[src/hdl/poc_pkg.sv]
// ----------------------------------------------------------------------------
// poc_pkg
// shared types and constants of the pattern occurrence counter
// ----------------------------------------------------------------------------
package poc_pkg;

  // default sizes
  localparam int                MAX_PATTERN_DEF = 16;
  localparam longint unsigned   MAX_TEXT_DEF    = 64'd65536;
  localparam int                QUEUE_DEPTH_DEF = 4;

  // field widths
  localparam int BYTE_W  = 8;
  localparam int LEN_W   = 5;
  localparam int POS_W   = 16;
  localparam int CNT_W   = 17;
  localparam int CFG_W   = 64;
  localparam int ADDR_W  = 5;

  // register index codes, taken from paddr[4:3]
  localparam logic [1:0] REG_PAT_LOW  = 2'd0;
  localparam logic [1:0] REG_PAT_HIGH = 2'd1;
  localparam logic [1:0] REG_PAT_LEN  = 2'd2;

  // classified byte handed from front to back
  typedef struct packed {
    logic             hit;
    logic [POS_W-1:0] start;
    logic             last;
  } poc_item_t;

endpackage

[src/hdl/poc_front.sv]
// ----------------------------------------------------------------------------
// poc_front
// byte window, position tracking and parallel pattern compare
// ----------------------------------------------------------------------------
module poc_front #(
  parameter int              MAX_PATTERN = poc_pkg::MAX_PATTERN_DEF,
  parameter longint unsigned MAX_TEXT    = poc_pkg::MAX_TEXT_DEF
) (
  input  logic                        clk,
  input  logic                        rst_n,
  input  logic                        accept,
  input  logic [poc_pkg::BYTE_W-1:0]  text_byte,
  input  logic                        end_of_text,
  input  logic [poc_pkg::CFG_W-1:0]   pat_low,
  input  logic [poc_pkg::CFG_W-1:0]   pat_high,
  input  logic [poc_pkg::LEN_W-1:0]   pat_len,
  output poc_pkg::poc_item_t          item
);

  localparam logic [poc_pkg::POS_W-1:0] POS_CAP =
    (MAX_TEXT - 64'd1 > 64'd65535) ? 16'hFFFF : 16'(MAX_TEXT - 64'd1);

  logic [poc_pkg::BYTE_W-1:0] win_r   [MAX_PATTERN];
  logic [poc_pkg::BYTE_W-1:0] win_nxt [MAX_PATTERN];
  logic [poc_pkg::POS_W-1:0]  pos_r, pos_nxt;
  logic [MAX_PATTERN-1:0]     lane_ok;
  logic                       len_ok, enough;
  logic [poc_pkg::POS_W:0]    pos_plus1;

  function automatic logic [poc_pkg::BYTE_W-1:0] pat_byte(
    input logic [poc_pkg::CFG_W-1:0] lo,
    input logic [poc_pkg::CFG_W-1:0] hi,
    input logic [5:0]                k
  );
    logic [poc_pkg::BYTE_W-1:0] b;
    b = '0;
    if (k < 6'd8) begin
      b = lo[k[2:0]*8 +: 8];
    end else if (k < 6'd16) begin
      b = hi[k[2:0]*8 +: 8];
    end
    return b;
  endfunction

  // shifted window, newest byte in lane 0
  always_comb begin
    win_nxt[0] = text_byte;
    for (int j = 1; j < MAX_PATTERN; j++) begin
      win_nxt[j] = win_r[j-1];
    end
  end

  // lanes past the pattern length always pass
  always_comb begin
    for (int j = 0; j < MAX_PATTERN; j++) begin
      if (j >= int'(pat_len)) begin
        lane_ok[j] = 1'b1;
      end else begin
        lane_ok[j] = (win_nxt[j] ==
          pat_byte(pat_low, pat_high, 6'(pat_len) - 6'd1 - 6'(j)));
      end
    end
  end

  assign len_ok    = (pat_len != '0) && (int'(pat_len) <= MAX_PATTERN);
  assign pos_plus1 = {1'b0, pos_r} + 17'd1;
  assign enough    = pos_plus1 >= 17'(pat_len);

  always_comb begin
    item.hit   = len_ok && enough && (&lane_ok);
    item.start = item.hit ? 16'(pos_plus1 - 17'(pat_len)) : '0;
    item.last  = end_of_text;
  end

  always_comb begin
    pos_nxt = pos_r;
    if (end_of_text) begin
      pos_nxt = '0;
    end else if (pos_r < POS_CAP) begin
      pos_nxt = pos_r + 16'd1;
    end
  end

  always_ff @(posedge clk) begin
    if (!rst_n) begin
      pos_r <= '0;
    end else if (accept) begin
      pos_r <= pos_nxt;
    end
  end

  always_ff @(posedge clk) begin
    if (accept) begin
      win_r <= win_nxt;
    end
  end

endmodule

[src/hdl/poc_queue.sv]
// ----------------------------------------------------------------------------
// poc_queue
// short fifo of classified bytes between front and back
// ----------------------------------------------------------------------------
module poc_queue #(
  parameter int DEPTH = poc_pkg::QUEUE_DEPTH_DEF
) (
  input  logic               clk,
  input  logic               rst_n,
  input  logic               push,
  input  poc_pkg::poc_item_t push_item,
  output logic               full,
  input  logic               pop,
  output logic               not_empty,
  output poc_pkg::poc_item_t pop_item
);

  localparam int PTR_W = (DEPTH > 1) ? $clog2(DEPTH) : 1;
  localparam int CNT_W = $clog2(DEPTH + 1);

  poc_pkg::poc_item_t slot_r [DEPTH];
  logic [PTR_W-1:0]   wr_ptr_r, wr_ptr_nxt, rd_ptr_r, rd_ptr_nxt;
  logic [CNT_W-1:0]   cnt_r, cnt_nxt;

  assign full      = (cnt_r == CNT_W'(DEPTH));
  assign not_empty = (cnt_r != '0);
  assign pop_item  = slot_r[rd_ptr_r];

  always_comb begin
    wr_ptr_nxt = wr_ptr_r;
    rd_ptr_nxt = rd_ptr_r;
    cnt_nxt    = cnt_r;
    if (push) begin
      wr_ptr_nxt = (wr_ptr_r == PTR_W'(DEPTH - 1)) ? '0 : wr_ptr_r + 1'b1;
    end
    if (pop) begin
      rd_ptr_nxt = (rd_ptr_r == PTR_W'(DEPTH - 1)) ? '0 : rd_ptr_r + 1'b1;
    end
    if (push && !pop) begin
      cnt_nxt = cnt_r + 1'b1;
    end else if (pop && !push) begin
      cnt_nxt = cnt_r - 1'b1;
    end
  end

  always_ff @(posedge clk) begin
    if (!rst_n) begin
      wr_ptr_r <= '0;
      rd_ptr_r <= '0;
      cnt_r    <= '0;
    end else begin
      wr_ptr_r <= wr_ptr_nxt;
      rd_ptr_r <= rd_ptr_nxt;
      cnt_r    <= cnt_nxt;
    end
  end

  always_ff @(posedge clk) begin
    if (push) begin
      slot_r[wr_ptr_r] <= push_item;
    end
  end

endmodule

[src/hdl/poc_back.sv]
// ----------------------------------------------------------------------------
// poc_back
// running match count and registered result stage
// ----------------------------------------------------------------------------
module poc_back #(
  parameter longint unsigned MAX_TEXT = poc_pkg::MAX_TEXT_DEF
) (
  input  logic                       clk,
  input  logic                       rst_n,
  input  logic                       q_valid,
  input  poc_pkg::poc_item_t         q_item,
  output logic                       q_pop,
  output logic                       out_valid,
  input  logic                       out_ready,
  output logic                       out_hit,
  output logic [poc_pkg::POS_W-1:0]  out_start,
  output logic [poc_pkg::CNT_W-1:0]  out_count,
  output logic                       out_last
);

  localparam logic [poc_pkg::CNT_W-1:0] CNT_CAP =
    (MAX_TEXT > 64'd65536) ? 17'h10000 : 17'(MAX_TEXT);

  logic                      vld_r, vld_nxt;
  logic [poc_pkg::CNT_W-1:0] cnt_r, cnt_nxt, cnt_upd;
  poc_pkg::poc_item_t        res_item_r;
  logic [poc_pkg::CNT_W-1:0] res_cnt_r;

  assign q_pop   = q_valid && (!vld_r || out_ready);
  assign cnt_upd = (q_item.hit && (cnt_r < CNT_CAP)) ? cnt_r + 17'd1 : cnt_r;

  always_comb begin
    vld_nxt = vld_r && !out_ready;
    cnt_nxt = cnt_r;
    if (q_pop) begin
      vld_nxt = 1'b1;
      cnt_nxt = q_item.last ? '0 : cnt_upd;
    end
  end

  always_ff @(posedge clk) begin
    if (!rst_n) begin
      vld_r <= 1'b0;
      cnt_r <= '0;
    end else begin
      vld_r <= vld_nxt;
      cnt_r <= cnt_nxt;
    end
  end

  always_ff @(posedge clk) begin
    if (q_pop) begin
      res_item_r <= q_item;
      res_cnt_r  <= cnt_upd;
    end
  end

  assign out_valid = vld_r;
  assign out_hit   = res_item_r.hit;
  assign out_start = res_item_r.start;
  assign out_count = res_cnt_r;
  assign out_last  = res_item_r.last;

endmodule

[src/hdl/pattern_occurrence_counter_unit.sv]
// ----------------------------------------------------------------------------
// pattern_occurrence_counter_unit
// counts exact, overlapping occurrences of a pattern of up to 16 bytes
// ----------------------------------------------------------------------------
//
//  channel | direction | handshake               | payload
//  --------+-----------+-------------------------+------------------------------
//  in_     | slave     | in_tvalid / in_tready   | text byte, end of text (tlast)
//  out_    | master    | out_tvalid / out_tready | start index, count, match
//          |           |                         | (tuser), last byte (tlast)
//  cfg_    | apb slave | psel / penable, pready  | pattern low, high, length
//
//  one request per clock while the queue has room; a byte's result is written
//  into the queue, then into the result register
//  the compare of all window lanes against the pattern is done in parallel in
//  the cycle a byte is taken, so no loop limits the rate
//  a four-entry queue sits between front and back, so in_tready only drops
//  after the result side has stalled long enough to fill it
//  rst_n is synchronous and active low; it clears position, count, queue and
//  the result valid; pattern registers return to zero, length to one
//
// ----------------------------------------------------------------------------
module pattern_occurrence_counter_unit #(
  parameter int              MAX_PATTERN = poc_pkg::MAX_PATTERN_DEF,
  parameter longint unsigned MAX_TEXT    = poc_pkg::MAX_TEXT_DEF
) (
  input  logic                        clk,
  input  logic                        rst_n,
  // input stream
  input  logic                        in_tvalid,
  output logic                        in_tready,
  input  logic [7:0]                  in_tdata,    // [7:0] text_byte
  input  logic                        in_tlast,    // end_of_text
  // result stream
  output logic                        out_tvalid,
  input  logic                        out_tready,
  output logic [39:0]                 out_tdata,   // [15:0] start_index,
                                                   // [32:16] match_count, rest 0
  output logic                        out_tuser,   // match_found
  output logic                        out_tlast,   // last_byte
  // configuration
  input  logic                        cfg_psel,
  input  logic                        cfg_penable,
  input  logic                        cfg_pwrite,
  input  logic [poc_pkg::ADDR_W-1:0]  cfg_paddr,
  input  logic [poc_pkg::CFG_W-1:0]   cfg_pwdata,
  output logic [poc_pkg::CFG_W-1:0]   cfg_prdata,
  output logic                        cfg_pready
);

  // configuration registers
  logic [poc_pkg::CFG_W-1:0] pat_low_r, pat_high_r;
  logic [poc_pkg::LEN_W-1:0] pat_len_r;
  logic                      cfg_wr;

  // front to queue, queue to back
  logic                      in_acc;
  logic                      q_full, q_valid, q_pop;
  poc_pkg::poc_item_t        front_item, q_item;

  // result fields
  logic                      res_hit, res_last;
  logic [poc_pkg::POS_W-1:0] res_start;
  logic [poc_pkg::CNT_W-1:0] res_count;

  // ---------------------------------------------------------------- config
  assign cfg_pready = 1'b1;
  assign cfg_wr     = cfg_psel && cfg_penable && cfg_pwrite && cfg_pready;

  // registers sit at 8-byte steps, so paddr[4:3] picks the register
  always_ff @(posedge clk) begin
    if (!rst_n) begin
      pat_low_r  <= '0;
      pat_high_r <= '0;
      pat_len_r  <= poc_pkg::LEN_W'(1);
    end else if (cfg_wr) begin
      unique case (cfg_paddr[4:3])
        poc_pkg::REG_PAT_LOW:  pat_low_r  <= cfg_pwdata;
        poc_pkg::REG_PAT_HIGH: pat_high_r <= cfg_pwdata;
        poc_pkg::REG_PAT_LEN:  pat_len_r  <= cfg_pwdata[poc_pkg::LEN_W-1:0];
        default: ;
      endcase
    end
  end

  always_comb begin
    unique case (cfg_paddr[4:3])
      poc_pkg::REG_PAT_LOW:  cfg_prdata = pat_low_r;
      poc_pkg::REG_PAT_HIGH: cfg_prdata = pat_high_r;
      poc_pkg::REG_PAT_LEN:  cfg_prdata = {{(poc_pkg::CFG_W-poc_pkg::LEN_W){1'b0}}, pat_len_r};
      default:               cfg_prdata = '0;
    endcase
  end

  // ---------------------------------------------------------------- front
  // take a byte whenever the queue has room
  assign in_tready = !q_full;
  assign in_acc    = in_tvalid && in_tready;

  poc_front #(
    .MAX_PATTERN (MAX_PATTERN),
    .MAX_TEXT    (MAX_TEXT)
  ) u_front (
    .clk         (clk),
    .rst_n       (rst_n),
    .accept      (in_acc),
    .text_byte   (in_tdata),
    .end_of_text (in_tlast),
    .pat_low     (pat_low_r),
    .pat_high    (pat_high_r),
    .pat_len     (pat_len_r),
    .item        (front_item)
  );

  // ---------------------------------------------------------------- queue
  poc_queue #(
    .DEPTH (poc_pkg::QUEUE_DEPTH_DEF)
  ) u_queue (
    .clk       (clk),
    .rst_n     (rst_n),
    .push      (in_acc),
    .push_item (front_item),
    .full      (q_full),
    .pop       (q_pop),
    .not_empty (q_valid),
    .pop_item  (q_item)
  );

  // ---------------------------------------------------------------- back
  poc_back #(
    .MAX_TEXT (MAX_TEXT)
  ) u_back (
    .clk       (clk),
    .rst_n     (rst_n),
    .q_valid   (q_valid),
    .q_item    (q_item),
    .q_pop     (q_pop),
    .out_valid (out_tvalid),
    .out_ready (out_tready),
    .out_hit   (res_hit),
    .out_start (res_start),
    .out_count (res_count),
    .out_last  (res_last)
  );

  // pack result, upper pad bits stay zero
  assign out_tdata = {7'd0, res_count, res_start};
  assign out_tuser = res_hit;
  assign out_tlast = res_last;

endmodule

[config.mk]
export PLATFORM = sky130hd
export DESIGN_NAME = pattern_occurrence_counter_unit
export DESIGN_NICKNAME = d
export VERILOG_FILES = /design/src/hdl/poc_pkg.sv /design/src/hdl/poc_front.sv /design/src/hdl/poc_queue.sv /design/src/hdl/poc_back.sv /design/src/hdl/pattern_occurrence_counter_unit.sv
export SDC_FILE = /design/constraint.sdc
export NUM_CORES = 1
export LEC_CHECK = 0
export BUFFER_PORTS_ARGS = -buffer_cell sky130_fd_sc_hd__buf_4
export CORE_AREA = 2 2 222 224
export DETAILED_ROUTE_END_ITERATION = 10
export DIE_AREA = 0 0 224 226
export PLACE_DENSITY = 0.72
export SLEW_MARGIN = 20
export SYNTH_ARGS = -nofsm -noshare
export SYNTH_HDL_FRONTEND = slang
export SYNTH_HIERARCHICAL = 1
export SYNTH_SLANG_ARGS = --single-unit
[constraint.sdc]
create_clock -name clk -period 9.2 [get_ports clk]
set_input_delay 0.46 -clock clk [delete_from_list [all_inputs] [get_ports clk]]
set_output_delay 0.46 -clock clk [all_outputs]
set_load 0.02 [all_outputs]
---- After elaboration in Yosys (flattened, before gate mapping) ----
Memories as Yosys holds them, arrays and structs flattened. A register that Yosys moved wholly into a read port is not among the register bits.
Index checks and enable logic that the tools add are counted.
storage, ports and cells
  register bits ........................... 329
  RAM bits ................................ 72
  output and inout bits ................... 109
  logic and storage cells ................. 264
  memories ................................ 1
memories
  name            words  width  read ports  clocked after Yosys merged registers in  wr ports  line             RTL
  u_queue.slot_r  4      18     1           1                                        1         poc_queue.sv:21  poc_pkg::poc_item_t slot_r [DEPTH];
cells by class
  add/sub/neg operators ................... 24
  magnitude comparators ................... 52
  equal/unequal tests ..................... 21
  shift-type cells ........................ 32
  multiplexer cells ....................... 79
  reductions and logical operators ........ 27
operators with widths
  kind                   count
  $shiftx 64x7->8        32
  $mux 8                 48
  $pmux 64 s3            1
  $eq 8x8->1             16
  $lt 6x4->1 const B     16
  $lt 6x5->1 const B     16
  $mux 16                3
  $sub 6x4->6 const B    8
  $ge 4x5->1 const A     8
  $mux 17                2
  $sub 6x3->6 const B    4
  $ge 3x5->1 const A     4
  $mux 1                 19
  $add 16x1->17 const B  1
  $add 17x1->17 const B  1
  $ge 17x5->1            1
  $lt 17x17->1 const B   1
  $add 16x1->16 const B  1
  $lt 16x16->1 const B   1
  $reduce_and 16->1      1
  $sub 16x5->16          1
  $sub 6x2->6 const B    2
  $logic_and 1x1->1      11
  $ge 1x5->1 const A     2
  other kinds (19)       35

---- Depth between registers and ports, before layout ----
Gate-level depths: netlist of run 1.
  depth after elaboration ................. 11
  gate-level depth with buffers ........... 27
  depth with buffers taken out ............ 18

---- Cells and area by module ----
The synthesis of run 1 kept the hierarchy.
by module, submodules not included
  module                           instances  cells an instance  area an instance (sq um)
  poc_front                        1          1818               16141.7
  pattern_occurrence_counter_unit  1          665                6124.6
  poc_queue                        1          138                3098.0
  poc_back                         1          177                2233.4

---- Least setup slack after synthesis of run 1 ----
No wires, ideal clock.
  kind .................................... register to register
  start ................................... register u_queue.cnt_r[0]
  end ..................................... register u_queue.cnt_r[2]
  setup time .............................. 76 ps
  arrival ................................. 7975 ps
  data required time ...................... 9124 ps
  setup slack ............................. 1149 ps
  stages on the path, launching flop included .. 9
  buffers on the path ..................... 0
  period minus slack after synthesis ...... 8051 ps
  path through ............................ dfxtp_1 nor3b_1 nor2b_1 ha_1 inv_1 fa_1 xor2_1 or3_1 a21boi_0
on the way
  cells in the longest elaborated chain, start to end .. 6
  elaborated cells between the ends (all ways) .. 14
  classes of those cells .................. 2 x add/sub; 1 x eq/ne; 2 x mux; 9 x reduce/logical
RTL lines
  what                         line                                   RTL
  start, declared              poc_queue.sv:23                        logic [CNT_W-1:0] cnt_r, cnt_nxt;
  start signal, assigned       poc_queue.sv:54                        cnt_r <= cnt_nxt;
  $eq 3x3->1 (*)               poc_queue.sv:25                        assign full = (cnt_r == CNT_W'(DEPTH));
  named net q_full             pattern_occurrence_counter_unit.sv:58  logic q_full, q_valid, q_pop;
  $logic_not 1->1 (*)          pattern_occurrence_counter_unit.sv:97  assign in_tready = !q_full;
  $logic_and 1x1->1 (*)        pattern_occurrence_counter_unit.sv:98  assign in_acc = in_tvalid && in_tready;
  named net in_acc             pattern_occurrence_counter_unit.sv:57  logic in_acc;
  $logic_not 1->1              poc_queue.sv:41                        end else if (pop && !push) begin
  $logic_and 1x1->1            poc_queue.sv:41
  $reduce_bool 2->1 (no line)  -
Mark *: on every way through the listed nets, which the timed path passes. The rest lies on a longest branch. The select of a mux whose other input is x is not followed.
A chain may end at the register's enable or synchronous reset.

==> reports/metrics.yaml, run 1 <==
cp.buffers_inverters: 4
period_minus_slack_ns: 7.298
clk_latency_ns: 0.59
num_rows: 81
pin_count: 194
coreArea_um2: 48340
postLayoutCellArea_um2: 30520
cpMostUsedCell: "buf_4"
finish.utilization: 0.6313
cts-htree-levels: 2
clockBufferDepth: 3
drv_slew: 0
synthSimpleGateAreaFrac: 0.1653
synth_compound_area_frac: 0.1364
grt_pass1_wl_um: 141700
clk_pin_slew_ns: 0.07
synth_area_um2: 27600
setup_violations: 0
synth_top_family_by_area: "multiplexers"
die_w_um: 224
clock_skew_ns: 0.01996
routed_wl_um: 97270
final_common_cell: "nand2_1"
clock-sinks: 403
crit_chain: "inv_2 > ha_1 > nand2b_1 > nand2_1 > buf_4 > ha_1 > nor3_1 > o21ai_0 > xnor2_2 > buf_4 > mux4_2 > or4b_1 > o32ai_1 > o32a_1 > o221a_2 > o21ai_0 > a2111oi_4 > nand4b_1 > buf_4 > nor3_1"
postSynth.asyncResetShare: 0
critical_path.top_delay_family: "compound AO/OA/AOI/OAI gates"
critPathKind: "reg -> reg"
syn_avg_cell_area_um2: 9.863
muxShareOfSynthArea: 0.2252
grt_util_all_layers: 0.3765
mostFrequentLayoutCells: "nand2_1, mux2i_1, nor2_1"
rsz0062_at_grt: "no"
synth_warnings: 6
status: "finished clean"
hp-start: "in_tdata[5]"
cts_setup_buffers: 0
cp.arrival_ns: 7.65
p_per_area_nw_per_um2: 173.8
dp_hpwl_um: 73900
hold_class: "in -> reg"
vdd_drop_max_mv: 0.1387
floorplan.initialDensity: 0.5709
drtPass1Iterations: 7
layout-drive-gt1-share: 0.1799
place_congestion: 1.009
tightestPinTransition_ns: 1.233
numPortBuffers: 182
n_fill_cell: 3874
die_h_um: 226
start_kind: "register"
die_area_um2: 50620
power_mw: 5.303
fin_nets: 2995
synthFlopType: "edfxtp_1"
drtAntennaViolNets: 0
hold_viol: 0
slew_headroom: 0.1778
setup_tns_ns: 0
cts_hold_buf: 0
syn_to_final_growth_pct: 10.58
synth.distinct_cells: 101
ys_ff_latch: 403
cts_made_buffers: 43
synthXorXnorAreaFrac: 0.03854
synthAdderAreaFrac: 0.01224
crit_path_top_delay_cell: "ha_1"
cellLeakagePower_nw: 11.55
wl_per_cell_um: 27.46
drc: 0
end_kind: "register"
required_ns: 9.56
synthCells: 2798
synth_edf_count: 227
cts-root-buf: "clkbuf_16"
num_vias: 23920
drt_iter0_drc: 2842
crit_fanout: 33
grt_start_max_net_pins: 140
max_cap_viol_count: 0
fin_crit_sh: 0.7932
startpoint: "pat_len_r[0]"
cts_tree: "done"
grt_antenna_before_repair: 2
yosysSeqAreaShare: 0.3747
fmax_mhz: 137.0
cts.repair.resized: 0
rr_startpoint: "pat_len_r[0]"
routed_via_density: 6.754
place_area_um2: 29050
overflow: 0
max_stage_delay_ns: 0.82
grt_pass1_vias: 22280
cell type report:
type	instances	area, um2	share of cell area
Inverter	48	180.2	0.005904
Sequential cell	403	10350	0.3390
Multi-Input combinational cell	2162	16030	0.5252
Timing Repair Buffer	227	1720	0.05637
Tap cell	622	778.2	0.02550
Antenna cell	1	2.502	0.00008200
Clock inverter	25	281.5	0.009225
Clock buffer	54	1182	0.03874
final timing paths:
| kind | slack, ns | cells after the start | to |
|---|---|---|---|
| max | 1.90 | 20 | u_queue/slot_r[3][3] |
| min | 0.07 | 1 | u_front/win_nxt[117] |
| max reg2reg | 1.90 | 20 | u_queue/slot_r[3][3] |
| min reg2reg | 0.49 | 0 | u_front/win_nxt[92] |
stage by stage:
stage                     setup slack (ns)  instances  hold slack (ns)
after floorplan                      1.149       2804           0.4264
after global placement               2.269       3462           0.4410
after detailed placement             2.153       3462           0.4621
after CTS                            2.132       3541          0.05878
after global routing                 1.401       3541          0.06463
final                                1.902       3542          0.07045
cells by family (layout without fill, tap and decap cells):
logic type | Yosys count | in the layout
AO/OA/AOI/OAI | 563 | 563
XOR/XNOR | 115 | 115
adder cells (fa/ha/maj) | 26 | 26
buffers and inverters | 239 | 354
flip-flops | 403 | 403
multiplexers | 522 | 522
other | 2 | 9
AND/OR/NAND/NOR | 928 | 928
state kept, by name, summed over array words and instances (netlist names), 5 cells and up, named ones only:
| signal | flops |
|---|---|
| pat_low_r | 64 |
| u_front/pos_r | 16 |
| u_queue/slot_r | 72 |
| u_front/win_nxt | 120 |
| u_back/cnt_r | 17 |
| u_back/out_count | 17 |
| u_back/out_start | 16 |
| pat_high_r | 64 |
| pat_len_r | 5 |
per-layer routing:
layer / vias up / GRT usage / wire [um]
li1: 10690 / - / -
met4: 0 / 0.1852 / 5119
met1: 11800 / 0.4863 / 38140
met5: - / 0 / 0
met3: 229 / 0.07065 / 9004
met2: 1201 / 0.6089 / 45000
synthesized netlist by cell type (43+ instances only):
master    number  area [um2]
nor2_1       241       904.6
inv_1         44       165.2
o22ai_1       72       450.4
buf_2         43       215.2
mux2_2       114        1284
o21ai_0      102       510.5
a21oi_1      105       525.5
dfxtp_1      176        3523
nand3_1       47       235.2
xor2_1        64       560.5
edfxtp_1     227        6817
mux4_2        57        1284
xnor2_1       46       402.9
mux2i_1      339        3393
nand2_1      342        1284
clkbuf_1      87       326.6
power by group:
| group | internal [mW] | switching [mW] | leakage (nW) |
|---|---|---|---|
| Combinational | 0.425 | 0.646 | 7.27 |
| Sequential | 2.20 | 0.223 | 3.57 |
| Clock | 1.04 | 0.765 | 0.718 |
| Total | 3.67 | 1.63 | 11.6 |
worst reg2reg max path, cell delays in order, from the launching register on:
cell and delay, ns:
dfxtp_4 0.46, inv_2 0.27, ha_1 0.82, nand2b_1 0.37, nand2_1 0.14, buf_4 0.37, ha_1 0.62, nor3_1 0.12
o21ai_0 0.31, xnor2_2 0.15, buf_4 0.32, mux4_2 0.48, or4b_1 0.50, o32ai_1 0.15, o32a_1 0.22, o221a_2 0.26
o21ai_0 0.17, a2111oi_4 0.61, nand4b_1 0.16, buf_4 0.24, nor3_1 0.35
Power figures use the tool's default switching activity.
==> run 2, diff against run 1 <==
- ABC_AREA: not set -> 1
- CORE_AREA: 2 2 222 224 -> 2 2 223 225
- DIE_AREA: 0 0 224 226 -> 0 0 225 227
- clock period: 9.2 -> 7.4 ns (I/O delays scaled with it)
==> run 2 against run 1 <==
  * Fmax increased by 21%
  * Sequential power increased by 24%
  * Utilization decreased by 0.46 points
  * Worst hold slack got worse by 0.048 ns
  * Die area increased by 0.89%
  * Clock power increased by 20%
  * Count of clock-buffer cells in the layout increased by 6
  * Via count increased by 17%
  * Synthesized cell count increased by 50%
  * Critical path type unchanged
  * Critical endpoint is now u_queue/slot_r[3][16]
==> reports/metrics.yaml, run 2 <==
dp_hpwl_um: 72260  # -2.2%
synth_edf_count: 227  # unchanged
grt_antenna_before_repair: 0  # -2
setup_violations: 0  # unchanged
tightestPinTransition_ns: 1.125  # -0.1080 ns
die_w_um: 225  # +0.45%
status: "finished clean"
fin_nets: 4366  # +46%
critPathKind: "reg -> reg"
clock-sinks: 403  # unchanged
r2r_cells: 22  # +10%
max_cap_viol_count: 0  # unchanged
period_minus_slack_ns: 6.017  # -1.280 ns
synth_top_area_cell: "edfxtp_1"
end_kind: "register"
cts_tree: "done"
cts-htree-levels: 2  # unchanged
synthFlopType: "edfxtp_1"
n_fill_cell: 4610  # +19%
cp.arrival_ns: 6.32  # -1.33 ns
grt_util_all_layers: 0.3711  # -0.005386
diodes: 0  # -1
hp-start: "in_tdata[3]"
synthCells: 4210  # +50%
synth.distinct_cells: 52  # -49%
syn_to_final_growth_pct: 9.153
dp_cells: 4824  # +39%
clockBufferDepth: 3  # unchanged
largest_reg_flops: 120  # unchanged
min_to: "u_front/win_nxt[115]"
layout-drive-gt1-share: 0.09210  # -0.08776
rr_startpoint: "pat_len_r[0]"
synth_commonest_cells: "nand2_1, nand3_1, nor2_1"
drt_iter0_drc: 3615  # +27%
r2r_setup_slack_ns: 1.38  # -0.52 ns
numPortBuffers: 182  # unchanged
num_vias: 28000  # +17%
drtPass1Iterations: 6  # -1
fmax_mhz: 166.2  # +21%
cts_setup_buffers: 0  # unchanged
pin_count: 194  # unchanged
crit_fanout: 44  # +33%
place_area_um2: 28910  # -0.47%
postSynth.asyncResetShare: 0  # unchanged
synth_area_um2: 27870  # +0.99%
r2r-end: "u_queue/slot_r[3][16]"
final_common_cell: "nand2_1"
mostFrequentLayoutCells: "nand2_1, nand3_1, nor2_1"
grt_start_max_net_pins: 186  # +33%
start_kind: "register"
synth_most_common_cell: "nand2_1"
place_congestion: 1.042  # +3.3%
synth_top_area_frac: 0.2446  # -0.002428
yosys-top-cells-area: "edfxtp_1, nand2_1, dfxtp_1"
hold_viol: 0  # unchanged
fin_crit_sh: 0.8132  # +0.01995
cts.repair.resized: 0  # unchanged
startpoint: "pat_len_r[0]"
routed_wl_um: 96310  # -0.99%
grt_pass1_vias: 23900  # +7.2%
postLayoutCellArea_um2: 30420  # -0.31%
clk_latency_ns: 0.59  # about the same
cts-root-buf: "clkbuf_16"
p_per_area_nw_per_um2: 233.7  # +34%
die_h_um: 227  # +0.44%
required_ns: 7.71  # -1.85 ns
rsz0062_at_grt: "no"
clk_pin_slew_ns: 0.06  # about the same
holdPathStages: 1  # unchanged
ys_ff_latch: 403  # unchanged
instances_no_fill: 4911  # +39%
cellLeakagePower_nw: 14.22  # +23%
vdd_drop_max_mv: 0.2249  # +62%
cts_made_buffers: 45  # +4.7%
synth_warnings: 6  # unchanged
clock_skew_ns: 0.01237  # -0.007588 ns
hold_class: "in -> reg"
wl_per_cell_um: 19.61  # -29%
coreArea_um2: 48550  # +0.42%
grt_pass1_wl_um: 142200  # +0.36%
drc: 0  # unchanged
setup_tns_ns: 0  # unchanged
floorplan.initialDensity: 0.5741  # +0.003261
routed_via_density: 5.701  # -16%
drtAntennaViolNets: 0  # unchanged
syn_avg_cell_area_um2: 6.620  # -33%
num_rows: 81  # unchanged
overflow: 0  # unchanged
slew_headroom: 0.2480  # +0.07020
yosysSeqAreaShare: 0.3710  # -0.003683
die_area_um2: 51080  # +0.89%
drv_slew: 0  # unchanged
run 2: changes by cell type after synthesis, sizes merged, moves of 41 or more:
| cell | change |
|---|---|
| a22o | +56 |
| inv | +328 |
| nand3b | +44 |
| mux2 | -118 |
| nand3 | +595 |
| clkbuf | -63 |
| buf | +93 |
| xnor2 | -41 |
| mux4 | -65 |
| a21oi | -69 |
| mux2i | -339 |
| o22ai | -55 |
| nand2 | +1295 |
| nor2 | +206 |
run 2: power breakdown:
part           total, mW  switching, mW  internal (mW)
Sequential          3.02          0.228           2.79
Clock               2.18          0.923           1.26
Combinational       1.91           1.35          0.555
run 2: routing by layer:
layer  global-route usage  vias to the layer above  routed length [um]
li1                     -                    13670                   -
met1               0.5257                    12730               40430
met2               0.5342                     1390               39020
met3              0.08376                      214               11540
met4               0.1822                        0                5323
met5                    0                        -                   0
run 2: worst max-delay path by stage:
stage | to | slack [ns]
3_3_place_gp | u_queue/slot_r[2][16] | 1.61
6_report | u_queue/slot_r[3][16] | 1.38
4_1_cts | u_queue/slot_r[0][6] | 1.53
2_1_floorplan | u_front/pos_r[11] | 2.10
5_1_grt | u_queue/slot_r[2][16] | 1.05
3_5_place_dp | u_queue/slot_r[0][6] | 1.55
run 2: logic make-up after synthesis:
| kind of cell | after synthesis | share of synthesized area |
|---|---|---|
| adders and majority gates | 25 | 0.01176 |
| AOI/OAI and AO/OA | 294 | 0.06599 |
| buffers and inverters | 599 | 0.1006 |
| xor gates and xnor gates | 40 | 0.01445 |
| other | 2 | 0.0002694 |
| DFF | 403 | 0.3710 |
| and+or+nand+nor | 2847 | 0.4360 |
run 2: layout make-up:
cell class / count / area [um2] / share of cell area
Sequential cell: 403 / 10340 / 0.3400
Clock buffer: 60 / 1329 / 0.04368
Tap cell: 622 / 778.2 / 0.02558
Clock inverter: 20 / 110.1 / 0.003619
Multi-Input combinational cell: 3214 / 14780 / 0.4860
Inverter: 378 / 1429 / 0.04697
Timing Repair Buffer: 214 / 1649 / 0.05421
run 2: repair_timing:
item	CTS	global route
endpoints found under the hold margin	7	0
setup endpoints to repair	0	0
hold buffers	7	0
run 2: critical path, cell delays in order (launching register included):
cell	delay (ns)
dfxtp_4	0.35
clkinv_2	0.24
ha_1	0.52
inv_1	0.14
nand2_4	0.14
nand2_4	0.31
inv_2	0.12
buf_4	0.44
ha_1	0.54
inv_2	0.16
nor2_1	0.26
o21ai_0	0.14
nor2_1	0.64
nand2_1	0.14
xor2_1	0.18
nand2_1	0.09
nor2_1	0.13
nand2_1	0.13
nand2_1	0.08
nand2_1	0.05
inv_1	0.08
nand3_4	0.26
nor3_1	0.53
run 2: metrics by stage:
stage / utilization / hold slack, ns / power [mW] / worst slack, ns
after CTS: 0.6267 / 0.003073 / 7.092 / 1.529
after detailed placement: 0.5956 / 0.4513 / 4.921 / 1.554
after floorplan: - / 0.4408 / 4.263 / 2.101
final: 0.6267 / 0.02293 / 7.108 / 1.383
after global placement: 0.5956 / 0.4496 / 4.887 / 1.606
after global routing: 0.6267 / 0.001255 / 7.412 / 1.046
